`src/rtl/tes_pkg.sv`:
```
// Package with command modes and result kinds of the timer expiry scheduler.
package tes_pkg;

  localparam logic [1:0] MODE_TICK   = 2'd0;
  localparam logic [1:0] MODE_ADD    = 2'd1;
  localparam logic [1:0] MODE_CANCEL = 2'd2;
  localparam logic [1:0] MODE_PURGE  = 2'd3;

  localparam logic [2:0] KIND_ADD    = 3'd0;
  localparam logic [2:0] KIND_CANCEL = 3'd1;
  localparam logic [2:0] KIND_FIRED  = 3'd2;
  localparam logic [2:0] KIND_TICK   = 3'd3;
  localparam logic [2:0] KIND_PURGE  = 3'd4;

  localparam logic [32:0] NT_EMPTY = 33'h1_FFFF_FFFF;
  localparam logic [32:0] NT_SAT   = 33'h0_FFFF_FFFF;

  typedef logic [63:0] tes_time_t;

endpackage

```
`src/rtl/tes_ram.sv`:
```
// Generic single write port RAM with a registered read port.
module tes_ram #(
  parameter int WIDTH = 32,
  parameter int DEPTH = 16,
  parameter int AW    = 4
) (
  input  logic             clk,
  input  logic             we,
  input  logic [AW-1:0]    waddr,
  input  logic [WIDTH-1:0] wdata,
  input  logic [AW-1:0]    raddr,
  output logic [WIDTH-1:0] rdata
);

  logic [WIDTH-1:0] mem [DEPTH];

  always_ff @(posedge clk) begin
    if (we) begin
      mem[waddr] <= wdata;
    end
    rdata <= mem[raddr];
  end

endmodule

```
`src/rtl/timer_expiry_scheduler.sv`:
```
// Top level of the timer expiry scheduler: a table of one-shot and periodic timers.
//
// The block keeps up to TIMER_SLOTS timers. Each command transfer (mode) is one of
// tick, add, cancel or purge. Add, cancel and purge give one result; a tick gives one
// fired result per live timer that falls due, in order of expiry (lower slot first on a
// tie), and then a tick-done result, the last one flagged by last. Every result carries
// next_timeout, the time in milliseconds to the earliest stored expiry (0 when due, -1
// when the table is empty, saturated at 2^32-1). The timer ids, expiries and periods
// live in three small RAMs that are read one slot per cycle by a shared scan unit,
// which finds the earliest expiry and the earliest due timer in a single pass; valid and
// cancel marks are flip-flops. A command goes through an action step, a scan of all
// slots, evaluation and result hand-off; a tick scans again after each timer that
// fires, and also after each cancelled timer that falls due and is dropped. in_stall
// stays high while a command is being worked on; the output register lets the block
// go on to its next step while a result waits.
module timer_expiry_scheduler
  import tes_pkg::*;
#(
  parameter int TIMER_SLOTS = 16
) (
  input  logic        clk,
  input  logic        rst,
  input  logic        in_valid,
  output logic        in_stall,
  input  logic [1:0]  mode,
  input  logic [31:0] delay,
  input  logic [31:0] period,
  input  logic [31:0] target_id,
  output logic        out_valid,
  input  logic        out_stall,
  output logic [2:0]  kind,
  output logic [31:0] result_id,
  output logic        ok,
  output logic signed [32:0] next_timeout,
  output logic        last
);

  localparam int AW = (TIMER_SLOTS > 1) ? $clog2(TIMER_SLOTS) : 1;
  localparam int CW = $clog2(TIMER_SLOTS + 1);
  localparam logic [CW-1:0] SCAN_END = CW'(TIMER_SLOTS);

  localparam logic [2:0] S_IDLE = 3'd0;
  localparam logic [2:0] S_ACT  = 3'd1;
  localparam logic [2:0] S_SCAN = 3'd2;
  localparam logic [2:0] S_EVAL = 3'd3;
  localparam logic [2:0] S_PICK = 3'd4;
  localparam logic [2:0] S_EMIT = 3'd5;

  logic [2:0]  state;
  logic [1:0]  cmd_mode;
  logic [31:0] cmd_delay;
  logic [31:0] cmd_period;
  logic [31:0] cmd_target;
  tes_time_t   cur_time;
  logic [31:0] id_counter;

  logic [TIMER_SLOTS-1:0] slot_valid;
  logic [TIMER_SLOTS-1:0] slot_cancelled;
  logic [TIMER_SLOTS-1:0] match;

  logic [CW-1:0] scan_cnt;
  logic          rd_vld;
  logic [AW-1:0] rd_idx;
  logic [AW-1:0] raddr;

  logic        any_valid;
  tes_time_t   best;
  logic        pick_found;
  logic [AW-1:0] pick_idx;
  tes_time_t   pick_exp;
  logic [31:0] pick_id;
  logic [31:0] pick_per;
  logic        pick_canc;
  logic        already;

  logic        pend;
  logic [31:0] pend_id;

  logic [2:0]  res_kind;
  logic [31:0] res_id;
  logic        res_ok;
  logic        res_last;
  logic [32:0] nt;

  logic [31:0] rd_id;
  tes_time_t   rd_exp;
  logic [31:0] rd_per;

  logic          free_found;
  logic [AW-1:0] free_idx;

  logic          add_we;
  logic          exp_we;
  logic [AW-1:0] exp_waddr;
  tes_time_t     exp_wdata;

  logic          out_load;
  logic [32:0]   nt_next;
  tes_time_t     diff;
  logic          rd_valid_slot;
  logic          rd_hit;

  // Lowest free slot for an add.
  always_comb begin
    free_found = 1'b0;
    free_idx   = '0;
    for (int i = TIMER_SLOTS - 1; i >= 0; i--) begin
      if (!slot_valid[i]) begin
        free_found = 1'b1;
        free_idx   = AW'(i);
      end
    end
  end

  assign raddr = (scan_cnt < SCAN_END) ? scan_cnt[AW-1:0] : '0;

  assign add_we = (state == S_ACT) && (cmd_mode == MODE_ADD) && free_found;

  // The expiry RAM is written on add and on a periodic reload.
  always_comb begin
    exp_we    = 1'b0;
    exp_waddr = free_idx;
    exp_wdata = cur_time + tes_time_t'(cmd_delay);
    if (add_we) begin
      exp_we = 1'b1;
    end else if (state == S_PICK && pick_found && !pick_canc && pick_per != '0) begin
      exp_we    = 1'b1;
      exp_waddr = pick_idx;
      exp_wdata = cur_time + tes_time_t'(pick_per);
    end
  end

  tes_ram #(.WIDTH(32), .DEPTH(TIMER_SLOTS), .AW(AW)) u_id_ram (
    .clk   (clk),
    .we    (add_we),
    .waddr (free_idx),
    .wdata (id_counter),
    .raddr (raddr),
    .rdata (rd_id)
  );

  tes_ram #(.WIDTH(64), .DEPTH(TIMER_SLOTS), .AW(AW)) u_exp_ram (
    .clk   (clk),
    .we    (exp_we),
    .waddr (exp_waddr),
    .wdata (exp_wdata),
    .raddr (raddr),
    .rdata (rd_exp)
  );

  tes_ram #(.WIDTH(32), .DEPTH(TIMER_SLOTS), .AW(AW)) u_per_ram (
    .clk   (clk),
    .we    (add_we),
    .waddr (free_idx),
    .wdata (cmd_period),
    .raddr (raddr),
    .rdata (rd_per)
  );

  assign rd_valid_slot = slot_valid[rd_idx];
  assign rd_hit        = rd_valid_slot && (rd_id == cmd_target);

  // Time to the earliest expiry, from the scan result.
  assign diff = best - cur_time;
  always_comb begin
    if (!any_valid) begin
      nt_next = NT_EMPTY;
    end else if (best <= cur_time) begin
      nt_next = '0;
    end else if (diff[63:32] != '0) begin
      nt_next = NT_SAT;
    end else begin
      nt_next = {1'b0, diff[31:0]};
    end
  end

  assign in_stall = (state != S_IDLE);
  assign out_load = (state == S_EMIT) && (!out_valid || !out_stall);

  always_ff @(posedge clk) begin
    if (rst) begin
      state          <= S_IDLE;
      cur_time       <= '0;
      id_counter     <= '0;
      slot_valid     <= '0;
      slot_cancelled <= '0;
      pend           <= 1'b0;
      out_valid      <= 1'b0;
      scan_cnt       <= '0;
      rd_vld         <= 1'b0;
    end else begin
      if (out_load) begin
        out_valid    <= 1'b1;
        kind         <= res_kind;
        result_id    <= res_id;
        ok           <= res_ok;
        next_timeout <= nt;
        last         <= res_last;
      end else if (out_valid && !out_stall) begin
        out_valid <= 1'b0;
      end

      unique case (state)
        S_IDLE: begin
          if (in_valid) begin
            cmd_mode   <= mode;
            cmd_delay  <= delay;
            cmd_period <= period;
            cmd_target <= target_id;
            state      <= S_ACT;
          end
        end
        S_ACT: begin
          unique case (cmd_mode)
            MODE_ADD: begin
              res_id <= id_counter;
              res_ok <= free_found;
              if (free_found) begin
                slot_valid[free_idx]     <= 1'b1;
                slot_cancelled[free_idx] <= 1'b0;
                id_counter               <= id_counter + 32'd1;
              end
            end
            MODE_PURGE: begin
              slot_valid     <= slot_valid & ~slot_cancelled;
              slot_cancelled <= '0;
            end
            MODE_TICK: begin
              cur_time <= cur_time + 64'd1;
            end
            default: begin
            end
          endcase
          scan_cnt   <= '0;
          rd_vld     <= 1'b0;
          any_valid  <= 1'b0;
          pick_found <= 1'b0;
          already    <= 1'b0;
          state      <= S_SCAN;
        end
        S_SCAN: begin
          // One slot a cycle: the RAM data of slot rd_idx arrives now.
          rd_vld <= (scan_cnt < SCAN_END);
          rd_idx <= raddr;
          if (scan_cnt != SCAN_END) begin
            scan_cnt <= scan_cnt + CW'(1);
          end
          if (rd_vld) begin
            if (rd_valid_slot && (!any_valid || rd_exp < best)) begin
              best      <= rd_exp;
              any_valid <= 1'b1;
            end
            if (rd_valid_slot && rd_exp <= cur_time && (!pick_found || rd_exp < pick_exp)) begin
              pick_found <= 1'b1;
              pick_idx   <= rd_idx;
              pick_exp   <= rd_exp;
              pick_id    <= rd_id;
              pick_per   <= rd_per;
              pick_canc  <= slot_cancelled[rd_idx];
            end
            match[rd_idx] <= rd_hit;
            if (rd_hit && slot_cancelled[rd_idx]) begin
              already <= 1'b1;
            end
          end
          if (scan_cnt == SCAN_END) begin
            state <= S_EVAL;
          end
        end
        S_EVAL: begin
          nt <= nt_next;
          unique case (cmd_mode)
            MODE_ADD: begin
              res_kind <= KIND_ADD;
              res_last <= 1'b1;
              state    <= S_EMIT;
            end
            MODE_CANCEL: begin
              if (!already) begin
                slot_cancelled <= slot_cancelled | match;
              end
              res_kind <= KIND_CANCEL;
              res_id   <= cmd_target;
              res_ok   <= !already;
              res_last <= 1'b1;
              state    <= S_EMIT;
            end
            MODE_PURGE: begin
              res_kind <= KIND_PURGE;
              res_id   <= '0;
              res_ok   <= 1'b0;
              res_last <= 1'b1;
              state    <= S_EMIT;
            end
            default: begin
              // A fired timer is reported once the state after its reload is scanned.
              if (pend) begin
                pend     <= 1'b0;
                res_kind <= KIND_FIRED;
                res_id   <= pend_id;
                res_ok   <= 1'b0;
                res_last <= 1'b0;
                state    <= S_EMIT;
              end else begin
                state <= S_PICK;
              end
            end
          endcase
        end
        S_PICK: begin
          if (pick_found) begin
            if (pick_canc) begin
              slot_valid[pick_idx]     <= 1'b0;
              slot_cancelled[pick_idx] <= 1'b0;
            end else begin
              if (pick_per == '0) begin
                slot_valid[pick_idx] <= 1'b0;
              end
              pend    <= 1'b1;
              pend_id <= pick_id;
            end
            scan_cnt   <= '0;
            rd_vld     <= 1'b0;
            any_valid  <= 1'b0;
            pick_found <= 1'b0;
            already    <= 1'b0;
            state      <= S_SCAN;
          end else begin
            res_kind <= KIND_TICK;
            res_id   <= '0;
            res_ok   <= 1'b0;
            res_last <= 1'b1;
            state    <= S_EMIT;
          end
        end
        S_EMIT: begin
          if (out_load) begin
            state <= res_last ? S_IDLE : S_PICK;
          end
        end
        default: begin
          state <= S_IDLE;
        end
      endcase
    end
  end

  a_cancel_only_valid: assert property (@(posedge clk) disable iff (rst)
    (slot_cancelled & ~slot_valid) == '0)
    else $error("cancel mark on an empty slot");

  a_accept_to_act: assert property (@(posedge clk) disable iff (rst)
    (in_valid && !in_stall) |=> (state == S_ACT))
    else $error("accepted command did not start");

  a_scan_end: assert property (@(posedge clk) disable iff (rst)
    (state == S_SCAN && scan_cnt == SCAN_END) |=> (state == S_EVAL))
    else $error("scan did not finish");

  a_id_advance: assert property (@(posedge clk) disable iff (rst)
    add_we |=> (id_counter == $past(id_counter) + 32'd1))
    else $error("id counter did not advance on add");

  a_pend_tick: assert property (@(posedge clk) disable iff (rst)
    pend |-> (cmd_mode == MODE_TICK))
    else $error("pending fired result outside a tick");

endmodule
```
`config.mk`:
```
export PLATFORM = sky130hd
export DESIGN_NAME = timer_expiry_scheduler
export DESIGN_NICKNAME = d
export VERILOG_FILES = /design/src/rtl/tes_pkg.sv /design/src/rtl/tes_ram.sv /design/src/rtl/timer_expiry_scheduler.sv
export SDC_FILE = /design/constraint.sdc
export NUM_CORES = 2
export LEC_CHECK = 0
export BUFFER_PORTS_ARGS = -buffer_cell sky130_fd_sc_hd__buf_2
export CAP_MARGIN = 15
export CORE_ASPECT_RATIO = 1.25
export CORE_MARGIN = 4
export CORE_UTILIZATION = 58
export CTS_BUF_LIST = sky130_fd_sc_hd__clkbuf_16
export DETAILED_ROUTE_END_ITERATION = 10
export HOLD_SLACK_MARGIN = 0.06
export PLACE_DENSITY = 0.74
export SYNTH_ARGS = -nofsm -noshare
export SYNTH_HDL_FRONTEND = slang
export SYNTH_SLANG_ARGS = --single-unit
```
`constraint.sdc`:
```
create_clock -name clk -period 10.09 [get_ports clk]
set_clock_uncertainty 0.15 [all_clocks]
set_input_delay 0.5045 -clock clk [delete_from_list [all_inputs] [get_ports clk]]
set_output_delay 0.5045 -clock clk [all_outputs]
set_load 0.01 [all_outputs]
```
---- Word-level counts from Yosys, hierarchy flattened ----
Memories as Yosys holds them, arrays and structs flattened. A register that Yosys moved wholly into a read port is not among the register bits.
Index checks and enable logic that the tools add are counted.
W data, S select, Z words.
storage, ports and cells
  input bits .............................. 102
  memories ................................ 3
  RAM bits ................................ 2048
  register bits after elaboration ......... 629
  output and inout bits ................... 72
  latch bits .............................. 0
  ROM bits ................................ 0
memories
  memory         words  width  rd ports  clocked after Yosys merged registers in  write ports  line           source
  u_exp_ram.mem  16     64     1         1                                        1            tes_ram.sv:15  logic [WIDTH-1:0] mem [DEPTH];
  u_id_ram.mem   16     32     1         1                                        1            tes_ram.sv:15
  u_per_ram.mem  16     32     1         1                                        1            tes_ram.sv:15
cells by class
  shifts and indexed selects .............. 0
  $mul .................................... 0
  divide/modulo/power cells ............... 0
  mux-type cells .......................... 114
  bitwise gates (word level) .............. 11
  reduce and logical (&&, ||, !) cells .... 60
  equal/unequal tests ..................... 34
  add/subtract/negate cells ............... 6
  magnitude comparators ................... 11
operators by type and width
  kind                     count
  $pmux W32 S3             2
  $mux W32                 5
  $mux W16                 9
  $add A64 B32 Y64         2
  $le A64 B64 Y1           2
  $lt A64 B64 Y1           2
  $mux W64                 2
  $pmux W16 S2             3
  $mux W4                  19
  $add A64 B1 Y64 const B  1
  $and A16 B16 Y16         4
  $reduce_bool A32 Y1      2
  $sub A64 B64 Y64         1
  $not A16 Y16             3
  $pmux W16 S3             1
  $mux W1                  46
  $add A32 B1 Y32 const B  1
  $eq A32 B32 Y1           1
  $logic_not A32 Y1        1
  $ne A2 B2 Y1 const B     16
  $or A16 B16 Y16          2
  $reduce_and A4 Y1        7
  $mux W3                  7
  $pmux W3 S6              1
  other kinds (40)         96

---- Logic depth before layout (Yosys ltp) ----
  depth in word-level cells ............... 25
  depth in mapped cells ................... 16
  mapped depth without buffers ............ 14

---- By module ----
Synthesis repeated with hierarchy kept, for this count alone.
unflattened totals
  cells, all modules ...................... 6948
  area, all modules ....................... 115867.4 µm²
by module, submodules not included
  module                   area an instance (µm²)  times used  seq. area each (µm²)  cells each
  tes_ram at u_id_ram ...  19835.3                 2           16015.4               838
  tes_ram at u_exp_ram     39581.7                 1           32030.7               1647
  timer_expiry_scheduler   36615.1                 1           17496.8               3625

---- Worst setup path after synthesis ----
Ideal clock, no wire load.
  path type ............................... register -> register
  start ................................... register state[1]
  end ..................................... register cmd_delay[0], enable pin
  period minus slack after synthesis ...... 9117 ps
  cell stages (with the launch flop) ...... 5
  setup slack ............................. 973 ps
  arrival time ............................ 8272 ps
  data required time ...................... 9245 ps
  path through ............................ dfxtp_1 > clkbuf_1 > clkbuf_1 > or3_1 > nor3b_1
between the ends
  word-level cells in the longest chain between the ends .. 2
ends and longest elaborated chain
  what                                line                           source
  from (decl)                         timer_expiry_scheduler.sv:49   logic [2:0] state;
  from (signal assigned)              timer_expiry_scheduler.sv:338  state <= res_last ? S_IDLE : S_PICK;
  $logic_not A3 Y1                    timer_expiry_scheduler.sv:203  unique case (state)
  $reduce_and A3 Y1 (no source line)  --
  to (signal assigned)                timer_expiry_scheduler.sv:207  cmd_delay <= delay;
  to (decl)                           timer_expiry_scheduler.sv:51   logic [31:0] cmd_delay;
Every way passes these cells.
A chain may end at the register's enable or synchronous reset.

---- Final worst setup path ----
  start ................................... register pick_per[8]
  end ..................................... memory u_exp_ram.mem[7][17], enable pin
between the ends
  word-level cells in the longest chain between the ends .. 6
ends and longest elaborated chain
  what                           line                           source
  from (decl)                    timer_expiry_scheduler.sv:72   logic [31:0] pick_per;
  from (signal assigned)         timer_expiry_scheduler.sv:258  pick_per <= rd_per;
  $reduce_bool A32 Y1 *          timer_expiry_scheduler.sv:126  end else if (state == S_PICK && pick_found && !pick_canc && pick_per != '0) begin
  $logic_and A1 B1 Y1 *          timer_expiry_scheduler.sv:126
  $mux W1                        timer_expiry_scheduler.sv:126
  $mux W1                        timer_expiry_scheduler.sv:124  if (add_we) begin
  $mux W1                        tes_ram.sv:18                  if (we) begin
  $mux W1 (implied by the code)  tes_ram.sv:19                  mem[waddr] <= wdata;
  to (decl)                      tes_ram.sv:15
Every way passes the cells marked *; elsewhere a longest branch is shown, timed or not.

==> metrics.md <==
| Metric | Value |
|---|---|
| Largest net degree at the start of global routing | 159 |
| Area contributors post-synth | edfxtp_1 64%, dfxtp_1 4.5%, mux2i_1 3.6% |
| Drt first pass iters | 6 |
| Maximum net fanout on the critical path | 43 |
| Buf/Inv on CP | 2 |
| Clock buffer count from CTS | 283 |
| Req. time, crit path | 10.49 ns |
| P&R area growth vs syn | 11.64% |
| Worst slew pin tran | 1.177 ns |
| Largest area contributor in the netlist | edfxtp_1 |
| Top delay family on crit path | simple AND/OR/NAND/NOR gates |
| Clk_lat worst skew | 0.94 ns |
| Status | finished clean |
| Post-cts repair resize count | 0 |
| Setup TNS | 0 ns |
| CP cell instances | nor4_1, nand4_1, nor2_1, buf_4, o221a_2, nand3_1, o22ai_1, nand2_1, nor2_4, buf_4 |
| Post-synth top area share | 63.89% |
| Async SR Flop Fraction | 0% |
| Starting Density | 58.49% |
| Syn Nets | 9151 |
| CTS H-tree depth | 5 |
| DRT Wirelength | 337700 µm |
| Min cycle time layout | 6.182 ns |
| Lkg Pwr | 45.56 nW |
| Post-synth EDFFs | 2538 |
| Count of final hold-check violations | 0 |
| TritonCTS clock tree | built |
| Vias in the first global route | 76990 |
| GP Congestion | 0.9478 |
| Reg2reg start | pick_per[8] |
| Mean post-synth cell area | 13.67 µm² |
| Yosys cell types | 92 |
| CP max-delay cell | nor2_4 |
| CP arrival | 6.58 ns |
| Pwr Total | 25.60 mW |
| Die ar. | 213000 µm² |
| Hold/Removal Path Class | in2reg |
| Worst R2R End | u_exp_ram.mem[7][17] |
| DR vias | 78194 |
| Vias per inst | 6.579 |
| Clock Path Buffers | 4 |
| Cells on worst reg2reg path | 10 |
| Height of the die | 515.0 µm |
| Mapped cell area | 119300 µm² |
| R2r setup slk | 3.91 ns |
| Share of cells above drive strength 1 | 10.36% |
| Part of the Yosys area used for sequential elements | 68.37% |
| Hold path depth | 2 |
| Most common cell in the netlist | edfxtp_1 |
| First-pass GRT wire length | 493500 µm |
| IO Count | 174 |
| Fmax | 161.8 MHz |
| Synthesized instance count | 8724 |
| CTS Root Buffer Type | clkbuf_16 |
| CP startpoint | pick_per[8] |
| Final HPWL DP | 200500 µm |
| Setup CP Type | reg2reg |
| CP peak stage delay | 0.82 ns |
| WHS | 0.1250 ns |
| Number of port buffers | 173 |
| Routed length on met3 | 31190 µm |
| Clock transition at the registers of the reported paths | 0.06 ns |
| Final period util | 61.27% |
| DR iter-0 viols | 9537 |
| Total track usage | 31.14% |
| # nets final | 9395 |
| CP endpoint kind | register |
| Core area | 203900 µm² |
| Power Density | 192.2 nW/µm² |
| Crit path depth | 10 |
| Max Used Layer | met5 |
| Post-DRT Antenna Nets | 0 |
| Syn. warnings | 0 |
| Routed len/inst | 28.41 µm |
| Post-CTS Repair Setup Buffers | 0 |
| VDD IR-drop max | 0.2040 mV |
| Final core occ | 65.30% |
| Fillers | 14291 |
| Total congestion overflow | 0 |
| Unrepaired setup endpoints after global routing | false |
| Worst slew margin | 21.37% |
| Metal-1 WL | 125400 µm |
| MaxCap Viol Count | 0 |
| Initial antenna violation count | 15 |
| Slew Viols, Final | 0 |
| Worst Setup Start Kind | register |
| # DRC | 0 |
| Met2 Wirelength | 164000 µm |
| Commonest cells post-synth | 2538 x edfxtp_1, 659 x nand2_1, 605 x a21oi_1 |
| Rows | 185 |
| Clk sinks | 2805 |
| Die X | 413.6 µm |
| Crit path to | u_exp_ram.mem[7][17] |
| Final setup vio count | 0 |
| Most used DFF post-synth | edfxtp_1 |
| Yosys reg bits | 2805 |
| Crit path top cell by count | buf_4 |
## area by class of cell
cell class              count  area [µm²]  share of cell area (%)
repair buffers            459        3437                   2.581
diodes                      5       12.51                0.009396
inverters                 256       989.7                  0.7432
clock inverters           198        1314                  0.9865
flip-flops and latches   2805       81570                   61.26
multi-input cells        5163       35220                   26.45
clock buffers             289        7232                   5.431
well taps                2711        3392                   2.547
## logic make-up (layout without fill, tap and decap cells)
family / Yosys count / after routing / share of synthesized area (%)
DFF: 2805 / 2805 / 68.37
muxes: 542 / 542 / 4.756
adders and majority gates: 325 / 325 / 3.428
buffers and inverters: 756 / 1202 / 2.460
other: 0 / 5 / 0
AOI/OAI and AO/OA: 2104 / 2104 / 11.54
and+or+nand+nor: 1951 / 1951 / 7.678
xor gates and xnor gates: 241 / 241 / 1.770
## worst min path at each step
stage / start / end
global route: period[28] / cmd_period[28]
floorplan: u_per_ram.rdata[0] / pick_per[0]
CTS: period[5] / cmd_period[5]
global placement: pick_id[14] / pend_id[14]
finish: period[28] / cmd_period[28]
detailed placement: pick_id[24] / pend_id[24]
## power by group
part / switching [mW] / internal (mW)
Sequential: 0.441 / 12.9
Clock: 4.27 / 5.59
Combinational: 1.48 / 0.873
Total: 6.19 / 19.4
## stage by stage
step | setup WS, ns | std cells | instance area (µm²)
CTS | 4.045 | 11856 | 132900
finish | 3.908 | 11886 | 133200
global placement | 4.162 | 11258 | 123300
global route | 3.863 | 11882 | 133200
floorplan | 0.9729 | 8724 | 119300
detailed placement | 4.112 | 11267 | 123400
## placed cells by master (no fill, tap or decap), drive strengths merged, types with 98 or more instances in the layout
master / count
edfxtp: 2538
nand2: 660
a21oi: 609
mux2i: 434
nor2: 427
o21ai: 364
buf: 356
ha: 322
inv: 317
clkbuf: 290
dfxtp: 267
a211oi: 195
nor3: 191
xnor2: 179
nor2b: 175
nand3: 172
o22ai: 154
a221oi: 125
a21o: 122
o221ai: 121
a311oi: 115
nand4: 115
clkinv: 112
dlygate4sd3: 102
mux2: 98
## state kept, by name, summed over array words and instances (netlist names), 5 cells and up
register	count
result_id	32
slot_cancelled	16
scan_cnt	5
nt	33
u_per_ram.mem	512
pend_id	32
cmd_target	32
best	64
u_per_ram.rdata	32
pick_per	32
u_id_ram.rdata	32
pick_exp	64
cmd_delay	32
cur_time	64
id_counter	32
u_id_ram.mem	512
res_id	32
match	16
pick_id	32
cmd_period	32
slot_valid	16
u_exp_ram.rdata	64
next_timeout	33
u_exp_ram.mem	1024
## worst reg2reg max path, stage by stage, from the launching register on
cell,delay [ns]
edfxtp_1,0.39
nor4_1,0.49
nand4_1,0.28
nor2_1,0.62
buf_4,0.27
o221a_2,0.34
nand3_1,0.68
o22ai_1,0.54
nand2_1,0.33
nor2_4,0.82
buf_4,0.82
## layer usage
metal  GRT usage (%)  vias to the layer above
li1                -                    34115
met4           14.58                        2
met5               0                        -
met1           40.91                    38807
met2           51.39                     4427
met3           4.578                      843
## timing repair
action | in CTS | in global routing
hold buffers | 102 | 0
hold endpoints to repair | 141 | 0
endpoints found under the setup margin | 0 | 0
No activity file was read; power rests on OpenSTA's default activity.
